===== config.mk =====
export PLATFORM = sky130hd
export DESIGN_NAME = fca_seq
export DESIGN_NICKNAME = d
export VERILOG_FILES = /design/src/rtl/fca_pkg.sv /design/src/rtl/fca_seq.sv
export SDC_FILE = /design/constraint.sdc
export NUM_CORES = 1
export LEC_CHECK = 0
export ABC_AREA = 1
export BUFFER_PORTS_ARGS = -buffer_cell sky130_fd_sc_hd__buf_2
export CAP_MARGIN = 0
export CORE_MARGIN = 5
export CORE_UTILIZATION = 45
export CTS_CLUSTER_DIAMETER = 50
export DETAILED_ROUTE_END_ITERATION = 8
export PLACE_DENSITY = 0.69
export SLEW_MARGIN = 20
export SYNTH_ARGS = -nofsm -noshare
export SYNTH_HDL_FRONTEND = slang
export SYNTH_SLANG_ARGS = --single-unit

===== constraint.sdc =====
create_clock -name i_clk -period 6.1 [get_ports i_clk]
set_input_delay 1.22 -clock i_clk [delete_from_list [all_inputs] [get_ports i_clk]]
set_output_delay 1.22 -clock i_clk [all_outputs]
set_load 0.005 [all_outputs]

===== src/rtl/fca_pkg.sv =====
// Shared types, constants and the microcode program of the fixed chunk allocator.
// No dependencies; used by fca_seq and fixed_chunk_allocator.
`default_nettype none

package fca_pkg;

    localparam int MAX_CHUNKS = 1024;
    localparam int IDX_W      = $clog2(MAX_CHUNKS);
    localparam int NUM_W      = IDX_W + 1;
    localparam int ADDR_W     = 32;
    localparam int CS_W       = 16;
    localparam int ST_W       = 3;
    localparam int PADDR_W    = 4;
    localparam int PDATA_W    = 32;
    localparam int PROD_W     = IDX_W + CS_W;

    // divider retires two quotient bits per step
    localparam int DIV_STEPS  = ADDR_W / 2;
    localparam int DIVC_W     = $clog2(DIV_STEPS);
    localparam int SCNT_W     = (IDX_W > DIVC_W) ? IDX_W : DIVC_W;

    localparam logic [CS_W-1:0]  CS_RESET  = CS_W'(64);
    localparam logic [NUM_W-1:0] NUM_MAX   = NUM_W'(MAX_CHUNKS);

    // register indexes
    localparam logic [1:0] REG_BASE   = 2'd0;
    localparam logic [1:0] REG_CSIZE  = 2'd1;
    localparam logic [1:0] REG_NCHUNK = 2'd2;

    typedef enum logic [ST_W-1:0] {
        ST_OK       = 3'd0,
        ST_NONE     = 3'd1,
        ST_MISALIGN = 3'd2,
        ST_RANGE    = 3'd3,
        ST_FREE     = 3'd4
    } t_status;

    typedef enum logic [3:0] {
        U_NOP,
        U_LOAD,
        U_STK_RD,
        U_POP,
        U_GRANT,
        U_DIV_INIT,
        U_DIV_STEP,
        U_FLAG_RD,
        U_PUSH,
        U_SET_FREE,
        U_SET_RANGE,
        U_SET_MIS,
        U_SET_NONE,
        U_EMIT,
        U_CLR_MEM
    } t_uop;

    typedef enum logic [3:0] {
        C_NONE,
        C_ALWAYS,
        C_NO_ACCEPT,
        C_IS_RET,
        C_STK_EMPTY,
        C_CS_ZERO,
        C_DIV_MORE,
        C_REM_NZ,
        C_QUO_BIG,
        C_FLAG_CLR,
        C_OUT_FULL,
        C_CLR_MORE
    } t_cond;

    localparam int UPC_W = 5;

    localparam logic [UPC_W-1:0] S_WAIT      = UPC_W'(0);
    localparam logic [UPC_W-1:0] S_DISPATCH  = UPC_W'(1);
    localparam logic [UPC_W-1:0] S_STK_RD    = UPC_W'(2);
    localparam logic [UPC_W-1:0] S_POP       = UPC_W'(3);
    localparam logic [UPC_W-1:0] S_GRANT     = UPC_W'(4);
    localparam logic [UPC_W-1:0] S_DIV_INIT  = UPC_W'(5);
    localparam logic [UPC_W-1:0] S_DIV       = UPC_W'(6);
    localparam logic [UPC_W-1:0] S_REM_CHK   = UPC_W'(7);
    localparam logic [UPC_W-1:0] S_RANGE_CHK = UPC_W'(8);
    localparam logic [UPC_W-1:0] S_FLAG_RD   = UPC_W'(9);
    localparam logic [UPC_W-1:0] S_FLAG_CHK  = UPC_W'(10);
    localparam logic [UPC_W-1:0] S_PUSH      = UPC_W'(11);
    localparam logic [UPC_W-1:0] S_SET_FREE  = UPC_W'(12);
    localparam logic [UPC_W-1:0] S_SET_RANGE = UPC_W'(13);
    localparam logic [UPC_W-1:0] S_SET_MIS   = UPC_W'(14);
    localparam logic [UPC_W-1:0] S_SET_NONE  = UPC_W'(15);
    localparam logic [UPC_W-1:0] S_EMIT      = UPC_W'(16);
    localparam logic [UPC_W-1:0] S_CLEAR     = UPC_W'(17);

    typedef struct packed {
        t_uop             op;
        t_cond            cond;
        logic             last;
        logic [UPC_W-1:0] target;
    } t_ctrl;

    // condition inputs from the datapath to the sequencer
    typedef struct packed {
        logic no_accept;
        logic is_ret;
        logic stk_empty;
        logic cs_zero;
        logic div_more;
        logic rem_nz;
        logic quo_big;
        logic flag_clr;
        logic out_full;
        logic clr_more;
    } t_flags;

    // microcode: the branch is taken when cond holds, else last returns to S_WAIT,
    // else the step counter advances
    function automatic t_ctrl rom_word(input logic [UPC_W-1:0] a);
        t_ctrl w;
        w = '{op: U_NOP, cond: C_ALWAYS, last: 1'b0, target: S_WAIT};
        case (a)
            S_WAIT:      w = '{U_LOAD,      C_NO_ACCEPT, 1'b0, S_WAIT};
            S_DISPATCH:  w = '{U_NOP,       C_IS_RET,    1'b0, S_DIV_INIT};
            S_STK_RD:    w = '{U_STK_RD,    C_STK_EMPTY, 1'b0, S_SET_NONE};
            S_POP:       w = '{U_POP,       C_NONE,      1'b0, S_WAIT};
            S_GRANT:     w = '{U_GRANT,     C_ALWAYS,    1'b0, S_EMIT};
            S_DIV_INIT:  w = '{U_DIV_INIT,  C_CS_ZERO,   1'b0, S_SET_MIS};
            S_DIV:       w = '{U_DIV_STEP,  C_DIV_MORE,  1'b0, S_DIV};
            S_REM_CHK:   w = '{U_NOP,       C_REM_NZ,    1'b0, S_SET_MIS};
            S_RANGE_CHK: w = '{U_NOP,       C_QUO_BIG,   1'b0, S_SET_RANGE};
            S_FLAG_RD:   w = '{U_FLAG_RD,   C_NONE,      1'b0, S_WAIT};
            S_FLAG_CHK:  w = '{U_NOP,       C_FLAG_CLR,  1'b0, S_SET_FREE};
            S_PUSH:      w = '{U_PUSH,      C_ALWAYS,    1'b0, S_EMIT};
            S_SET_FREE:  w = '{U_SET_FREE,  C_ALWAYS,    1'b0, S_EMIT};
            S_SET_RANGE: w = '{U_SET_RANGE, C_ALWAYS,    1'b0, S_EMIT};
            S_SET_MIS:   w = '{U_SET_MIS,   C_ALWAYS,    1'b0, S_EMIT};
            S_SET_NONE:  w = '{U_SET_NONE,  C_ALWAYS,    1'b0, S_EMIT};
            S_EMIT:      w = '{U_EMIT,      C_OUT_FULL,  1'b1, S_EMIT};
            S_CLEAR:     w = '{U_CLR_MEM,   C_CLR_MORE,  1'b1, S_CLEAR};
            default:     w = '{U_NOP,       C_ALWAYS,    1'b0, S_WAIT};
        endcase
        return w;
    endfunction

endpackage

`default_nettype wire


===== src/rtl/fca_seq.sv =====
// Microcode sequencer of the chunk allocator: step counter, program ROM, branch logic.
// Depends on fca_pkg for the control word, condition codes and the program.
`default_nettype none

module fca_seq (
    input  wire logic           i_clk,
    input  wire logic           i_rst_n,
    input  wire logic           i_restart,
    input  wire fca_pkg::t_flags i_flags,
    output fca_pkg::t_ctrl      o_ctrl,
    output logic                o_idle
);

    logic [fca_pkg::UPC_W-1:0] r_upc;
    logic [fca_pkg::UPC_W-1:0] n_upc;
    logic                      take;
    fca_pkg::t_ctrl            ctrl;

    assign ctrl   = fca_pkg::rom_word(r_upc);
    assign o_ctrl = ctrl;
    assign o_idle = (r_upc == fca_pkg::S_WAIT);

    always_comb begin
        unique case (ctrl.cond)
            fca_pkg::C_NONE:      take = 1'b0;
            fca_pkg::C_ALWAYS:    take = 1'b1;
            fca_pkg::C_NO_ACCEPT: take = i_flags.no_accept;
            fca_pkg::C_IS_RET:    take = i_flags.is_ret;
            fca_pkg::C_STK_EMPTY: take = i_flags.stk_empty;
            fca_pkg::C_CS_ZERO:   take = i_flags.cs_zero;
            fca_pkg::C_DIV_MORE:  take = i_flags.div_more;
            fca_pkg::C_REM_NZ:    take = i_flags.rem_nz;
            fca_pkg::C_QUO_BIG:   take = i_flags.quo_big;
            fca_pkg::C_FLAG_CLR:  take = i_flags.flag_clr;
            fca_pkg::C_OUT_FULL:  take = i_flags.out_full;
            fca_pkg::C_CLR_MORE:  take = i_flags.clr_more;
            default:              take = 1'b0;
        endcase
    end

    always_comb begin
        if (i_restart) begin
            n_upc = fca_pkg::S_CLEAR;
        end else if (take) begin
            n_upc = ctrl.target;
        end else if (ctrl.last) begin
            n_upc = fca_pkg::S_WAIT;
        end else begin
            n_upc = r_upc + 1'b1;
        end
    end

    always_ff @(posedge i_clk) begin
        if (!i_rst_n) begin
            r_upc <= fca_pkg::S_CLEAR;
        end else begin
            r_upc <= n_upc;
        end
    end

endmodule

`default_nettype wire


==> summary.md <==
| Metric | Value |
|---|---|
| Outcome | `finished, final reports clean` |
| Antenna cells | `0` |
| DRT antenna net count | `0` |
| Row Count | `18` |
| CP Cell Sequence | `buf_2 -> nand3_1 -> nand2_2 -> o21ai_4 -> nand3_4 -> o21ai_1 -> nand2_1 -> ha_1 -> inv_1 -> nand4_1 -> nand3_1 -> nand2_1 -> nand2_1 -> nand2_1` |
| Crit end category | `register` |
| Type of origin of the critical path | `input pin` |
| Worst-Skew Late Latency | `roughly 0.30 ns` |
| Die ar. | `between 3000 and 4000 um2` |
| Post-layout util | `0.545` |
| Num ports | `28` |
| Synth Area in Compound Gates | `0.0938` |
| Number of gates resized after CTS | `0` |
| Ys Warns | `0` |
| Post-synthesis mux area share | `0` |
| Design Power | `approximately 560 uW` |
| Max_slew headroom | `0.782` |
| Max Clk Rate | `371 MHz` |
| Final hold vios | `0` |
| Synth Register Bits | `18` |
| CP delay by family, top | `simple AND/OR/NAND/NOR gates` |
| Detailed Route WL | `about 2800 um` |
| Cell chosen for the clock root | `clkbuf_4` |
| Grt ovf | `0` |
| CTS buffer count | `3` |
| Die height | `a little over 60 um` |
| Largest family of logic cells by synthesized area | `simple AND/OR/NAND/NOR gates` |
| Post-synth EDFFs | `0` |
| Post-layout minimum cycle time | `between 2 and 3 ns` |
| Crit Path Class | `input pin to register` |
| Finish-stage setup viols | `0` |
| CTS tree | `yes` |
| Synth area leaders | `dfxtp_1, nand2_1, ha_1` |
| Fin crit share | `0.441` |
| Clk slew on worst S/H paths | `around 0.10 ns` |
| # Max-Cap Violations | `0` |
| Layout Skew | `between 0.007 and 0.008 ns` |
| Leading area contributor after synthesis | `dfxtp_1` |
| Leakage power | `approximately 0.00069 uW` |
| Area grow syn2layout | `15.0%` |
| Synth Area in XOR/XNOR | `0.00746` |
| Vias in the first global route | `~1100` |
| Port bufs | `27` |
| DR vias | `1154` |
| FILL cells | `between 200 and 250` |
| DR pass1 iterations | `4` |
| Crit-path max FO | `6` |
| Commonest cells in the synthesized netlist | `nand2_1, dfxtp_1, nand3_1` |
| Top cell by count, worst path | `nand2_1` |
| DR iter-0 viols | `95` |
| Placed instance area | `roughly 1300 um2` |
| Finished layout cell area | `between 1000 and 1500 um2` |
| # clock sinks | `18` |
| WL per Instance | `between 10 and 15 um` |
| Register area | `360 um2` |
| Slew @ Worst Pin | `roughly 0.33 ns` |
| Initial Util | `0.474` |
| Worst Hold Class | `register to register` |
| First-pass GRT wire length | `between 4000 and 5000 um` |
| Crit-path slowest cell | `ha_1` |
| Worst IR drop on VDD | `between 150 and 200 uV` |
| Most common cell in the netlist | `nand2_1` |
| Ys async rst share | `0` |
| CP Buf/Inv Count | `2` |
| Pwr dens | `~420 nW/um2` |
| Gp weighted congestion | `about 0.95` |
| CP peak stage delay | `roughly 0.30 ns` |
| Die extent in x | `~61 um` |
| Core area | `2480 um2` |
| H-tree depth | `1` |
| Antenna violations before repair | `0` |
| DR vias/cell | `around 5.3` |
| Synthesized area per cell | `between 7 and 8 um2` |
| Final Max Tran Viols | `0` |
| Crit path DAT | `between 2 and 3 ns` |
| Synth top area share | `0.307` |
| Post-CTS setup buffer count | `0` |
| Worst Path Required | `about 6.3 ns` |
| Hold-fix buffers, CTS | `0` |
| Adder-cell area share of the yosys netlist | `0.0853` |
| RSZ-0062 raised after global routing | `no` |
| Ys flop type | `dfxtp_1` |
| Layout cells sized above 1 | `0.271` |
| DR DRC count | `0` |
| Unique masters post-synth | `28` |
| Multi-input logic area | `roughly 700 um2` |
| Hold WS | `between 0.5 and 0.6 ns` |
| Simple-Gate Fraction of Synth Area | `0.408` |
| Syn nets | `around 180` |
| Clk buf depth | `2` |
| Synth Cell Area | `around 1200 um2` |
| Setup TNS | `0 ns` |
| Post-Syn Instances | `160` |
| Total track usage | `0.160` |
| Sequential area share after synthesis | `0.307` |
| Largest net degree at the start of global routing | `13` |
| Placed wire-length estimate | `about 2200 um` |
| Number of nets in the layout | `211` |
## final cells by class
class,instances,area share
clock buffers,3,0.0167
inverters,25,0.0714
multi-input cells,115,0.517
flip-flops and latches,18,0.267
well taps,30,0.0278
repair buffers,27,0.100
## worst register-to-register path, stage by stage (launching register included)
cell	delay [ns]
dfxtp_1	0.51
inv_2	0.08
o21ai_1	0.14
nand2_1	0.08
nand2_1	0.15
nand3_4	0.13
o21ai_1	0.14
nand2_1	0.19
ha_1	0.30
inv_1	0.09
nand4_1	0.10
nand3_1	0.10
nand2_1	0.05
nand2_1	0.05
nand2_1	0.05
## through the flow
step	cells	worst slack (ns)
final	218	3.41
after global routing	218	3.21
after CTS	218	3.39
after detailed placement	215	3.09
after global placement	215	3.09
after floorplan	160	3.42
## routing by layer
metal,global-route usage,up-vias,part of all wire
li1,-,575,-
met1,0.187,513,0.39
met2,0.293,55,0.50
met3,0.0105,11,0.072
met4,0.0805,0,0.031
met5,0,-,0
## final timing paths
path,from,endpoint,slack [ns],depth (start not counted)
setup reg to reg,o_ctrl[7],o_ctrl[10],3.83,14
setup / recovery,i_flags[1],o_ctrl[10],3.41,14
hold reg to reg,o_ctrl[0],r_upc[0],0.52,2
hold / removal,o_ctrl[0],r_upc[0],0.52,2
## logic make-up after synthesis
kind of cell,Yosys count
AO/OA/AOI/OAI,16
XOR/XNOR,1
adder cells (fa/ha/maj),8
buffers and inverters,27
flip-flops,18
AND/OR/NAND/NOR,90
## cells in the final DEF, fill, tap and decap left out, drive strengths merged
cell,synthesis,layout
xnor2,1,1
nand4,6,6
a21oi,3,3
dfxtp,18,18
or2,1,1
ha,8,8
o21ai,10,10
nand3,23,23
nor4,1,1
clkbuf,0,3
o21bai,1,1
nor2,12,12
nor3,1,1
clkinv,3,3
buf,2,27
nand2,46,46
inv,22,22
o211ai,2,2
## power by group
group	switching (uW)	total [uW]	internal, uW	leakage [uW]
Combinational	201	314	114	0.000532
Sequential	32.8	192	159	0.000149
Clock	35.2	58.2	23.0	0.0000138
## state kept, by name (all words and copies together), names as in the netlist
signal  count
o_ctrl     13
r_upc       5
No activity file was read; power rests on OpenSTA's default activity.
